[config.mk]
export PLATFORM = sky130hd
export DESIGN_NAME = sensor_reply_frame_classifier
export DESIGN_NICKNAME = d
export VERILOG_FILES = /design/src/design/srfc_pkg.sv /design/src/design/sensor_reply_frame_classifier.sv /design/src/design/srfc_frame_state.sv /design/src/design/srfc_verdict.sv
export SDC_FILE = /design/constraint.sdc
export NUM_CORES = 1
export LEC_CHECK = 0
export ABC_AREA = 1
export BUFFER_PORTS_ARGS = -buffer_cell sky130_fd_sc_hd__buf_4
export CORE_ASPECT_RATIO = 1.1
export CORE_MARGIN = 10
export CORE_UTILIZATION = 65
export DETAILED_ROUTE_END_ITERATION = 8
export PLACE_DENSITY_LB_ADDON = 0.25
export SLEW_MARGIN = 10
export SYNTH_ARGS = -nofsm -noshare
export SYNTH_HDL_FRONTEND = slang
export SYNTH_SLANG_ARGS = --single-unit
[constraint.sdc]
create_clock -name clk -period 9.8 [get_ports clk]
set_input_delay 0.49 -clock clk [delete_from_list [all_inputs] [get_ports clk]]
set_output_delay 0.49 -clock clk [all_outputs]
set_load 0.01 [all_outputs]
[src/design/srfc_pkg.sv]
// ----------------------------------------------------------------------------
// srfc_pkg
// Shared types and constants of the sensor reply frame classifier.
// ----------------------------------------------------------------------------
package srfc_pkg;

	localparam logic [7:0]  CHECK_SUM     = 8'haa;
	localparam logic [3:0]  MAJOR_OTHER   = 4'ha;
	localparam logic [3:0]  MAJOR_MSG     = 4'hb;
	localparam logic [2:0]  MINOR_EVK     = 3'd4;
	localparam logic [2:0]  MINOR_MSG_ACK = 3'd0;
	localparam logic [15:0] RESP_MAX      = 16'd64;
	localparam logic [15:0] ACK_MIN_PLEN  = 16'd2;
	localparam logic [16:0] COUNT_MAX     = 17'h1ffff;
	localparam logic [16:0] MIN_BODY      = 17'd4;
	localparam logic [16:0] LEN_OVERHEAD  = 17'd3;

	// Body byte positions of the header fields.
	localparam logic [16:0] POS_CMD     = 17'd0;
	localparam logic [16:0] POS_LEN_LO  = 17'd1;
	localparam logic [16:0] POS_LEN_HI  = 17'd2;
	localparam logic [16:0] POS_FIRST   = 17'd3;
	localparam logic [16:0] POS_SECOND  = 17'd4;

	localparam int TDATA_W = 48;

	typedef enum logic [2:0] {
		ST_OK      = 3'd0,
		ST_SHORT   = 3'd1,
		ST_CMDBIT  = 3'd2,
		ST_LENGTH  = 3'd3,
		ST_SUM     = 3'd4,
		ST_ACKBIT  = 3'd5,
		ST_TOOLONG = 3'd6
	} status_t;

	typedef enum logic [1:0] {
		KIND_OTHER = 2'd0,
		KIND_ACK   = 2'd1,
		KIND_RESP  = 2'd2
	} kind_t;

	// Accumulated view of the body received so far.
	typedef struct packed {
		logic [16:0] count;
		logic [7:0]  sum;
		logic [7:0]  cmd;
		logic [15:0] len;
		logic [7:0]  first;
		logic [7:0]  second;
	} frame_snap_t;

	// Verdict fields; status sits in the lowest bits.
	typedef struct packed {
		logic [7:0]  ack_code;
		logic [2:0]  ack_minor;
		logic [3:0]  ack_major;
		logic [15:0] payload_length;
		logic [2:0]  cmd_minor;
		logic [3:0]  cmd_major;
		kind_t       kind;
		status_t     status;
	} result_t;

endpackage

[src/design/sensor_reply_frame_classifier.sv]
// ----------------------------------------------------------------------------
// sensor_reply_frame_classifier
// Classifies one framed sensor reply body per run of bytes ending in tlast.
// ----------------------------------------------------------------------------
// The verdict reaches m_tdata through the input register and then the result
// register: the last byte lands in the input register, and the result register
// loads the verdict once no earlier verdict is waiting there.
// The input takes one byte per cycle, with no gap between bodies, unless stalled.
// The only stall is a verdict still waiting in the result register.
// Reset clears the frame state and both valid flags at once.
module sensor_reply_frame_classifier (
	input  logic        clk,
	input  logic        arst_n,
	input  logic        s_tvalid,
	output logic        s_tready,
	input  logic [7:0]  s_tdata,   // data_byte[7:0]
	input  logic        s_tlast,   // last_byte
	output logic        m_tvalid,
	input  logic        m_tready,
	output logic [srfc_pkg::TDATA_W-1:0] m_tdata // status[2:0], kind[4:3],
	// cmd_major[8:5], cmd_minor[11:9], payload_length[27:12], ack_major[31:28],
	// ack_minor[34:32], ack_code[42:35], zeros above
);

	logic                  s1_valid_q;
	logic [7:0]            data_s1;
	logic                  last_s1;
	logic                  out_free;
	logic                  advance;
	srfc_pkg::frame_snap_t snap;
	srfc_pkg::result_t     result;

	// A byte that ends no body never waits for the output side.
	assign advance  = s1_valid_q && (!last_s1 || out_free);
	assign s_tready = !s1_valid_q || advance;

	always_ff @(posedge clk or negedge arst_n) begin
		if (!arst_n) begin
			s1_valid_q <= 1'b0;
		end else if (s_tready) begin
			s1_valid_q <= s_tvalid;
		end
	end

	always_ff @(posedge clk) begin
		if (s_tvalid && s_tready) begin
			data_s1 <= s_tdata;
			last_s1 <= s_tlast;
		end
	end

	srfc_frame_state u_state (
		.clk       (clk),
		.arst_n    (arst_n),
		.consume   (advance),
		.data_byte (data_s1),
		.last_byte (last_s1),
		.snap      (snap)
	);

	srfc_verdict u_verdict (
		.clk       (clk),
		.arst_n    (arst_n),
		.load      (advance && last_s1),
		.snap      (snap),
		.out_ready (m_tready),
		.out_valid (m_tvalid),
		.out_free  (out_free),
		.result    (result)
	);

	assign m_tdata = {{(srfc_pkg::TDATA_W - $bits(srfc_pkg::result_t)){1'b0}}, result};

	a_s1_holds: assert property (@(posedge clk) disable iff (!arst_n)
		s1_valid_q && !advance |=> s1_valid_q && $stable(data_s1) && $stable(last_s1))
		else $error("stalled input stage lost its byte");

	a_plain_byte_flows: assert property (@(posedge clk) disable iff (!arst_n)
		s1_valid_q && !last_s1 |-> s_tready)
		else $error("non-final byte stalled the input");

	a_stall_only_on_pending: assert property (@(posedge clk) disable iff (!arst_n)
		!s_tready |-> m_tvalid && !m_tready)
		else $error("input stalled without a waiting verdict");

endmodule

[src/design/srfc_frame_state.sv]
// ----------------------------------------------------------------------------
// srfc_frame_state
// Byte count, running sum and captured header bytes of the current body.
// ----------------------------------------------------------------------------
module srfc_frame_state (
	input  logic                 clk,
	input  logic                 arst_n,
	input  logic                 consume,
	input  logic [7:0]           data_byte,
	input  logic                 last_byte,
	output srfc_pkg::frame_snap_t snap
);

	srfc_pkg::frame_snap_t state_q;

	// The snapshot already includes the byte being consumed.
	always_comb begin
		snap = state_q;
		case (state_q.count)
			srfc_pkg::POS_CMD:    snap.cmd = data_byte;
			srfc_pkg::POS_LEN_LO: snap.len[7:0] = data_byte;
			srfc_pkg::POS_LEN_HI: snap.len[15:8] = data_byte;
			srfc_pkg::POS_FIRST:  snap.first = data_byte;
			srfc_pkg::POS_SECOND: snap.second = data_byte;
			default: ;
		endcase
		snap.sum = state_q.sum + data_byte;
		if (state_q.count != srfc_pkg::COUNT_MAX) begin
			snap.count = state_q.count + 17'd1;
		end
	end

	always_ff @(posedge clk or negedge arst_n) begin
		if (!arst_n) begin
			state_q <= '0;
		end else if (consume) begin
			if (last_byte) begin
				state_q <= '0;
			end else begin
				state_q <= snap;
			end
		end
	end

	a_clear_after_last: assert property (@(posedge clk) disable iff (!arst_n)
		consume && last_byte |=> state_q.count == '0 && state_q.sum == '0)
		else $error("frame state not cleared after the last byte");

	a_count_steps: assert property (@(posedge clk) disable iff (!arst_n)
		consume && !last_byte && state_q.count != srfc_pkg::COUNT_MAX
		|=> state_q.count == $past(state_q.count) + 17'd1)
		else $error("byte count did not advance by one");

	a_count_holds: assert property (@(posedge clk) disable iff (!arst_n)
		!consume |=> $stable(state_q))
		else $error("frame state changed without a consumed byte");

endmodule

[src/design/srfc_verdict.sv]
// ----------------------------------------------------------------------------
// srfc_verdict
// Frame checks and classification, held in the result register.
// ----------------------------------------------------------------------------
module srfc_verdict (
	input  logic                  clk,
	input  logic                  arst_n,
	input  logic                  load,
	input  srfc_pkg::frame_snap_t snap,
	input  logic                  out_ready,
	output logic                  out_valid,
	output logic                  out_free,
	output srfc_pkg::result_t     result
);

	srfc_pkg::result_t  res;
	srfc_pkg::status_t  status;
	logic [3:0]         major;
	logic [2:0]         minor;
	logic [15:0]        plen;
	logic [16:0]        expect_count;
	logic               valid_q;
	srfc_pkg::result_t  result_q;

	assign major        = snap.cmd[7:4];
	assign minor        = snap.cmd[3:1];
	assign plen         = snap.len - 16'd1;
	assign expect_count = {1'b0, snap.len} + srfc_pkg::LEN_OVERHEAD;

	always_comb begin
		res    = '0;
		status = srfc_pkg::ST_OK;
		if (snap.count < srfc_pkg::MIN_BODY) begin
			status = srfc_pkg::ST_SHORT;
		end else if (snap.cmd[0]) begin
			status = srfc_pkg::ST_CMDBIT;
		end else if (snap.len == '0 || expect_count != snap.count) begin
			status = srfc_pkg::ST_LENGTH;
		end else if (snap.sum != srfc_pkg::CHECK_SUM) begin
			status = srfc_pkg::ST_SUM;
		end else begin
			res.kind           = srfc_pkg::KIND_OTHER;
			res.cmd_major      = major;
			res.cmd_minor      = minor;
			res.payload_length = plen;
			if (major == srfc_pkg::MAJOR_MSG && minor == srfc_pkg::MINOR_MSG_ACK
					&& plen >= srfc_pkg::ACK_MIN_PLEN) begin
				if (snap.first[0]) begin
					status = srfc_pkg::ST_ACKBIT;
				end else begin
					res.kind      = srfc_pkg::KIND_ACK;
					res.ack_major = snap.first[7:4];
					res.ack_minor = snap.first[3:1];
					res.ack_code  = snap.second;
				end
			end else if (major == srfc_pkg::MAJOR_OTHER && minor == srfc_pkg::MINOR_EVK) begin
				if (plen > srfc_pkg::RESP_MAX) begin
					status = srfc_pkg::ST_TOOLONG;
				end else begin
					res.kind = srfc_pkg::KIND_RESP;
				end
			end
		end
		// A failed frame reports nothing but its status.
		if (status != srfc_pkg::ST_OK) begin
			res = '0;
		end
		res.status = status;
	end

	assign out_free = !valid_q || out_ready;

	always_ff @(posedge clk or negedge arst_n) begin
		if (!arst_n) begin
			valid_q <= 1'b0;
		end else if (load) begin
			valid_q <= 1'b1;
		end else if (out_ready) begin
			valid_q <= 1'b0;
		end
	end

	always_ff @(posedge clk) begin
		if (load) begin
			result_q <= res;
		end
	end

	assign out_valid = valid_q;
	assign result    = result_q;

	a_no_overwrite: assert property (@(posedge clk) disable iff (!arst_n)
		load |-> !valid_q || out_ready)
		else $error("pending verdict overwritten");

	a_fail_is_bare: assert property (@(posedge clk) disable iff (!arst_n)
		valid_q && result_q.status != srfc_pkg::ST_OK
		|-> result_q.kind == srfc_pkg::KIND_OTHER && result_q.payload_length == '0
			&& result_q.ack_code == '0)
		else $error("failed verdict carries field values");

	a_load_sets_valid: assert property (@(posedge clk) disable iff (!arst_n)
		load |=> valid_q)
		else $error("loaded verdict not presented");

endmodule
==> impl_metrics.ini, run 1 <==
[outcome]
status = complete, no violations

[floorplanning]
core.rowCount = 41
core_um2 = 11400
die_x_um = 123
dieHeight_um = 133
die_area_um2 = 16400
io_pins = 63
initial_core_util_pct = 66.4

[route]
drtIter0Drc = 953
routed_wl_um = 22100
ant_nets = 0
vias = 7133
drcViolationCount = 0
drtPass1Iterations = 6
vias_per_cell = 5.95
wl_per_cell_um = 18.5

[synth]
yosysUniqueCellTypes = 43
ys_ff_latch = 119
muxShareOfSynthArea_pct = 0
synth_compound_area_share_pct = 8.06
synth.area.top_cells = dfrtp_1, edfxtp_1, nand2_1
synthCells = 982
netlist_area_um2 = 7590
synth_top_family_by_area = simple AND/OR/NAND/NOR gates
synth-simple-area-share_pct = 35.4
synthAdderAreaFrac_pct = 2.41
synth_top_cell_by_area = dfrtp_1
synth_top_area_share_pct = 22.1
seq_area_frac_synth_pct = 42.7
yosysWarnings = 0
syn_area_per_cell_um2 = 7.73
synth_xor_area_share_pct = 2.64

[power]
power_density_nw_per_um2 = 242
ir_drop_v = 0.000186
total_power_mw = 2.09
p_leak_nw = 4.04

[setup_path]
rrSetupSlack_ns = 5.29
cp-start-kind = flop
critPathCaptureType = flop
reg2regPathDepth = 24
r2r_start = u_state.state_q[56]
crit_path_frequent_cell = nand2_1
worst-endpoint-arrival_ns = 4.78
cp_top_family = simple AND/OR/NAND/NOR gates
crit_chain = nor2_2 > nand2_1 > nor2_4 > nand2_2 > nand2_1 > nand2_2 > ha_1 > inv_1 > nand3_2 > nor2_2 > nand2_2 > inv_2 > nand3b_1 > nand2_1 > nand2_1 > nand2_1 > nand2_1 > nor2_1 > nand2_1 > nor2_1 > nand2_1 > a21oi_4 > nand3_4 > nor2_1
required_ns = 10.07
crit_start = u_state.state_q[56]
crit_slowest_cell = nor2_4
critical_path_class = reg -> reg
cp_num_buf_inv = 2
worstPathMaxFanout = 29
cp_num_cells = 24
max_stage_delay_ns = 0.58

[clock_tree]
cts_root_buf = clkbuf_16
cts_tree = built
ctsHoldBuffers = 0
cts_setup_buffers = 0
clk_pin_slew_ns = 0.06
clk_path_buf_depth = 2
cts.sinks = 119
clock_latency_ns = 0.43
cts_buffers = 17
htreeDepth = 4
cts_resized = 0

[placed_design]
dp.cells = 1166
gp_congestion = 0.986
port_buffers = 57
place_hpwl_um = 15700

[finish]
layout.cells.non_filler = 1198
synthToLayoutAreaGrowth_pct = 13.6
diodes = 0
drive_gt1_share_pct = 16.7
final_nets = 1062

[timing]
fin_skew_ns = 0.00778
worst_slew_pin_slew_ns = 1.18
fin_hold_ws_ns = 0.175
clock.fmax_ghz = 0.222
final-setup-viol-count = 0
finalCritPeriodShare_pct = 46.0
slew_viol_final = 0
min_period_ns = 4.51
hold_viol = 0
setup_tns_ns = 0
slew_headroom_pct = 20.8
rsz0062_at_grt = no

[job]
maxCapViolCount = 0

[worst_hold_path]
min_path_type = in -> async

[global_route]
grt_pass1_vias = 7008
globalRouteTotalUtil_pct = 27.6
grt_start_max_net_pins = 68
antenna_found_initial = 0
grt_first_pass_wirelength_um = 35500
grt_overflow = 0
## worst paths after layout
kind                                              to
worst max-delay path            u_verdict.result[31]
max in group asynchronous        u_state.state_q[57]
worst min register to register   u_state.state_q[42]
worst max register to register  u_verdict.result[31]
worst min-delay path             u_state.state_q[35]
min in group clk                          data_s1[6]
## power by group
group,switching [mW],internal [mW]
registers,0.0335,0.579
clock network,0.239,0.356
logic,0.628,0.251
## state kept, by name (all words and copies together) (netlist names)
signal and count:
u_state.state_q 65, u_verdict.result 43, data_s1 8, last_s1 1, s1_valid_q 1, u_verdict.out_valid 1
## synthesized netlist by cell type (all sizes together)
| cell | count |
|---|---|
| xor2 | 21 |
| nor4 | 6 |
| inv | 126 |
| a21oi | 28 |
| conb | 1 |
| o22ai | 40 |
| o21bai | 1 |
| nand4 | 34 |
| a31oi | 1 |
| and3 | 8 |
| clkbuf | 10 |
| nand3 | 79 |
| nor3 | 28 |
| dfrtp | 67 |
| o21ai | 37 |
| edfxtp | 52 |
| nor2 | 128 |
| xnor2 | 1 |
| nand3b | 3 |
| ha | 13 |
| clkinv | 1 |
| nand2 | 275 |
| a211oi | 1 |
| fa | 1 |
| buf | 20 |
## layout make-up
class | count | area, um^2
Multi-Input combinational cell | 710 | 3700
Tap cell | 150 | 188
Clock inverter | 14 | 124
Clock buffer | 18 | 439
Fill cell | 866 | 2820
Inverter | 127 | 478
Sequential cell | 119 | 3240
Timing Repair Buffer | 60 | 450
## metrics by stage
| step | worst slack [ns] | util, % | cell area [um^2] |
|---|---|---|---|
| final | 5.29 | 75.4 | 8620 |
| after floorplan | 6.46 | - | 7610 |
| after detailed placement | 5.38 | 70.4 | 8060 |
| after CTS | 5.35 | 75.4 | 8620 |
| after global placement | 5.50 | 70.4 | 8060 |
| after global routing | 4.79 | 75.4 | 8620 |
## cells in the final DEF, fill, tap and decap left out, types with 32 or more instances in the layout
master	instances
dfrtp_1	67
edfxtp_1	52
inv_1	115
o21ai_0	33
nor2_1	93
nand4_1	32
nand3_1	72
nand2_1	252
buf_4	60
o22ai_1	40
## metal layers
layer / part of all wire (%) / track usage [%] / wire, um
met5: 0 / 0 / 0
met4: 4.0 / 13.2 / 874
met3: 9.4 / 5.87 / 2090
met2: 48 / 45.2 / 10600
met1: 39 / 33.6 / 8560
## cell families (layout without fill, tap and decap cells)
family                     Yosys count  count (layout)
adders and majority gates           14              14
buffers and inverters              157             219
AOI/OAI and AO/OA                  108             108
DFF                                119             119
xor gates and xnor gates            22              22
other                                1               5
and+or+nand+nor                    561             561
No activity file was read; power rests on OpenSTA's default activity.
==> run 2, diff against run 1 <==
- CORE_UTILIZATION: 65 -> 55
- clock period: 9.8 -> 3.95 ns (I/O delays scaled with it)
==> run 2 against run 1 <==
  * Count of clock-buffer cells in the layout increased by 1
  * Register-to-register slack got worse by 5.1 ns
  * Core utilization down 6.5 points
  * Clock power grew to 2.6 times the previous value
  * Via count unchanged
  * Fmax up 20%
  * Largest power group unchanged
==> impl_metrics.ini, run 2 (same netlist as run 1, synthesis figures left out) <==
[outcome]
status = complete, no violations

[timing]
slew_headroom_pct = 39.1
setup_slack_ns = 0.188
finalCritPeriodShare_pct = 95.2
final-setup-viol-count = 0
fin_skew_ns = 0.0112
min_period_ns = 3.76
fin_hold_ws_ns = 0.0346
clock.fmax_ghz = 0.266
setup_tns_ns = 0
slew_viol_final = 0
worst_slew_pin_slew_ns = 0.914
hold_viol = 0

[global_route]
grt_start_max_net_pins = 68
grt_overflow = 0
grt_first_pass_wirelength_um = 34300
antenna_found_initial = 0
grt_pass1_vias = 6822
globalRouteTotalUtil_pct = 22.4

[setup_path]
rrSetupSlack_ns = 0.19
critPathCaptureType = flop
worst-endpoint-arrival_ns = 3.94
crit_path_frequent_cell = nor2_1
crit_slowest_cell = dfrtp_1
required_ns = 4.13
worstPathMaxFanout = 8
reg2regPathDepth = 28
max_stage_delay_ns = 0.42
critical_path_class = reg -> reg
r2r-end = u_verdict.result[38]
cp-start-kind = flop
r2r_start = u_state.state_q[49]

[worst_hold_path]
hold_path_end = u_verdict.out_valid
min_path_type = in -> reg
min_from = m_tready
whs_path_depth = 4

[placed_design]
gp_congestion = 0.978
place_hpwl_um = 15200
dp_worst_setup_slack_ns = 0.155
dp.cells = 1223
place_area_um2 = 8300
port_buffers = 57

[finish]
drive_gt1_share_pct = 20.8
utilization_pct = 68.8
final_area_um2 = 9210
diodes = 0
regMostFlops = u_state.state_q
final_nets = 1109
layout.cells.non_filler = 1279
final_cell_mix = nand2_1, inv_1, buf_4
synthToLayoutAreaGrowth_pct = 21.3
regArea_um2 = 3240
largest_reg_flops = 65
final_common_cell = nand2_1
multi_input_area_um2 = 3790
fill_cells = 1078

[clock_tree]
htreeDepth = 4
clk_pin_slew_ns = 0.06
cts_root_buf = clkbuf_16
cts_buffers = 17
clock_latency_ns = 0.43
cts.sinks = 119
cts_tree = built
clk_path_buf_depth = 2

[route]
wl_per_cell_um = 16.6
ant_nets = 0
drtIter0Drc = 803
vias_per_cell = 5.58
drtPass1Iterations = 6
routed_wl_um = 21300
vias = 7133
drcViolationCount = 0

[power]
power_density_nw_per_um2 = 587
total_power_mw = 5.40
ir_drop_v = 0.000386
p_leak_nw = 4.30

[floorplanning]
core.rowCount = 44
io_pins = 63
dieHeight_um = 143
core_um2 = 13400
initial_core_util_pct = 56.7
die_x_um = 132
die_area_um2 = 18900

[job]
maxCapViolCount = 0
run 2: cell types whose count changed in the layout (fill, tap and decap cells not counted), sizes merged:
cell | before | now
clkinv | 7 | 6
clkbuf | 18 | 20
inv | 129 | 128
bufinv | 1 | 2
dlygate4sd3 | 0 | 11
buf | 60 | 95
run 2: layout make-up:
cell class	count	share of cell area (%)
timing repair buffer	107	9.53
sequential	119	35.2
tap	184	2.50
inverter	127	5.19
clock inverter	13	1.59
multi-input combinational	710	41.2
clock buffer	19	4.81
run 2: worst max path at each step:
stage | startpoint | end | depth (start not counted)
after CTS | u_state.state_q[49] | u_verdict.result[32] | 28
after floorplan | u_state.state_q[49] | u_verdict.result[5] | 27
after global placement | u_state.state_q[49] | u_verdict.result[42] | 28
after global routing | u_state.state_q[49] | u_verdict.result[32] | 28
after detailed placement | u_state.state_q[49] | u_verdict.result[32] | 28
final | u_state.state_q[49] | u_verdict.result[38] | 28
run 2: where the power goes:
group          total (mW)  switching [mW]  internal [mW]
clock network        1.54           0.592          0.949
logic                2.35            1.58          0.771
registers            1.52          0.0793           1.44
run 2: layer usage:
metal | wire length, um | up-vias | GRT usage (%)
met5 | 0 | - | 0
met4 | 824 | 0 | 10.5
met3 | 1770 | 67 | 5.51
met2 | 10200 | 342 | 37.6
met1 | 8470 | 3283 | 26.6
li1 | - | 3441 | -
run 2: critical path, delay by kind of cell (launching register included):
kind	cells	cell delay [ns]
buffers and inverters	5	0.51
DFF	1	0.42
and+or+nand+nor	21	2.25
adders and majority gates	2	0.33
run 2: timing repair:
| action | CTS | global route |
|---|---|---|
| buffers inserted | 0 | 12 |
| gates resized for setup | 0 | 27 |
| hold endpoints to repair | 77 | 0 |
| setup endpoints to repair | 0 | 41 |
| hold buffers | 11 | 0 |
==> run 3, diff against run 2 <==
- CORE_UTILIZATION: 55 -> 65
- clock period: 3.95 -> 4.8 ns (I/O delays scaled with it)
==> run 3 against run 2 <==
  * First-iteration DRC count up 32%
  * Flip-flop and latch count unchanged
  * Critical path type unchanged
  * Critical endpoint is now u_verdict.result[31]
  * Clock power down 21%
  * Worst setup slack better by 0.30 ns
  * Worst hold slack better by 0.017 ns
  * Via count up 0.57%
  * Sequential share of layout area up 1.8 points
  * Clock skew about the same
  * Fmax down 13%
  * Critical path depth down 3
  * Power down 21%
==> impl_metrics.ini, run 3 (same netlist as run 1, synthesis figures left out) <==
[global_route]
grt_pass1_vias = 6937
antenna_found_initial = 0
grt_start_max_net_pins = 68
grt_first_pass_wirelength_um = 35300
grt_overflow = 0
globalRouteTotalUtil_pct = 27.0

[timing]
slew_headroom_pct = 27.1
setup_slack_ns = 0.492
final-setup-viol-count = 0
fin_hold_ws_ns = 0.0517
setup_tns_ns = 0
clock.fmax_ghz = 0.232
min_period_ns = 4.31
hold_viol = 0
slew_viol_final = 0
finalCritPeriodShare_pct = 89.7
worst_slew_pin_slew_ns = 1.09
fin_skew_ns = 0.0114
rsz0062_at_grt = no

[placed_design]
place_area_um2 = 8100
dp_worst_setup_slack_ns = 0.631
port_buffers = 57
gp_congestion = 0.978
place_hpwl_um = 15400

[outcome]
status = complete, no violations

[finish]
final_common_cell = nand2_1
synthToLayoutAreaGrowth_pct = 15.3
diodes = 0
final_cell_mix = nand2_1, inv_1, nor2_1
regMostFlops = u_state.state_q
multi_input_area_um2 = 3700
largest_reg_flops = 65
drive_gt1_share_pct = 16.9
final_nets = 1077
final_area_um2 = 8760
fill_cells = 831
regArea_um2 = 3240

[setup_path]
r2r_start = u_state.state_q[49]
max_stage_delay_ns = 0.41
setup.worst_path.end = u_verdict.result[31]
required_ns = 5.07
critPathCaptureType = flop
worst-endpoint-arrival_ns = 4.57
cp_top_family = simple AND/OR/NAND/NOR gates
cp-start-kind = flop
cp_num_cells = 25
crit_slowest_cell = dfrtp_1
crit_start = u_state.state_q[49]
worstPathMaxFanout = 16
reg2regPathDepth = 25
critical_path_class = reg -> reg
cp_num_buf_inv = 3
rrSetupSlack_ns = 0.49
r2r-end = u_verdict.result[31]

[power]
ir_drop_v = 0.000300
p_leak_nw = 4.11
power_density_nw_per_um2 = 487

[clock_tree]
clock_latency_ns = 0.43
cts_setup_buffers = 0
clk_pin_slew_ns = 0.06
clk_path_buf_depth = 2
cts_root_buf = clkbuf_16
cts.sinks = 119
htreeDepth = 4
cts_buffers = 17
cts_tree = built

[worst_hold_path]
whs_path_depth = 3
min_path_type = in -> reg

[job]
maxCapViolCount = 0

[floorplanning]
io_pins = 63
die_area_um2 = 16400
core.rowCount = 41
core_um2 = 11400
die_x_um = 123
dieHeight_um = 133
initial_core_util_pct = 66.4

[route]
ant_nets = 0
drtPass1Iterations = 6
wl_per_cell_um = 17.6
drtIter0Drc = 1063
vias = 7174
drcViolationCount = 0
vias_per_cell = 5.91
routed_wl_um = 21400
==> run 3: cell count changes in the layout (fill, tap and decap cells not counted), moves of 3 or more <==
cell | before | now
inv_8 | 0 | 4
inv_2 | 14 | 10
inv_1 | 111 | 115
nand2_2 | 26 | 22
buf_4 | 92 | 65
nand2_1 | 246 | 252
nor2_1 | 90 | 93
==> run 3: stage by stage <==
step	instances	power, mW	util (%)
final	1213	4.26	76.5
after global placement	1171	2.93	70.8
after global routing	1213	4.52	76.5
after CTS	1213	4.20	76.5
after floorplan	986	2.55	-
after detailed placement	1171	2.98	70.8
==> run 3: worst min-delay path, stage by stage <==
cell and delay, ns:
buf_4 0.08, nand2_1 0.06, nand2_1 0.07
==> run 3: how the worst min path moves through the flow <==
stage,startpoint,endpoint,slack [ns]
after global placement,arst_n,u_state.state_q[34],0.40
after detailed placement,arst_n,u_state.state_q[34],0.41
after floorplan,arst_n,s1_valid_q,-0.06
after CTS,s_tvalid,s1_valid_q,0.03
final,s_tvalid,s1_valid_q,0.05
after global routing,s_tvalid,s1_valid_q,0.08
==> run 3: cell type report <==
cell class / count / share of cell area, %
clock buffers: 17 / 4.86
repair buffers: 75 / 6.72
flip-flops and latches: 119 / 37.0
clock inverters: 15 / 1.54
well taps: 150 / 2.14
multi-input cells: 710 / 42.3
inverters: 127 / 5.46
==> run 3: metal layers <==
layer	vias up	GRT usage [%]	wire [um]
li1	3376	-	-
met1	3326	33.9	8320
met2	406	43.9	10300
met4	0	11.9	664
met3	66	5.45	2140
met5	-	0	0
==> run 3: power breakdown <==
part / internal (mW) / leakage (nW) / switching [mW]
Sequential: 1.18 / 1.41 / 0.0692
Combinational: 0.529 / 2.42 / 1.27
Clock: 0.681 / 0.273 / 0.536
Total: 2.39 / 4.11 / 1.87
==> run 3: what timing repair did <==
action                    in CTS  in global routing
resized for setup              0                  0
hold endpoints to repair      76                  0
hold buffers                  10                  0
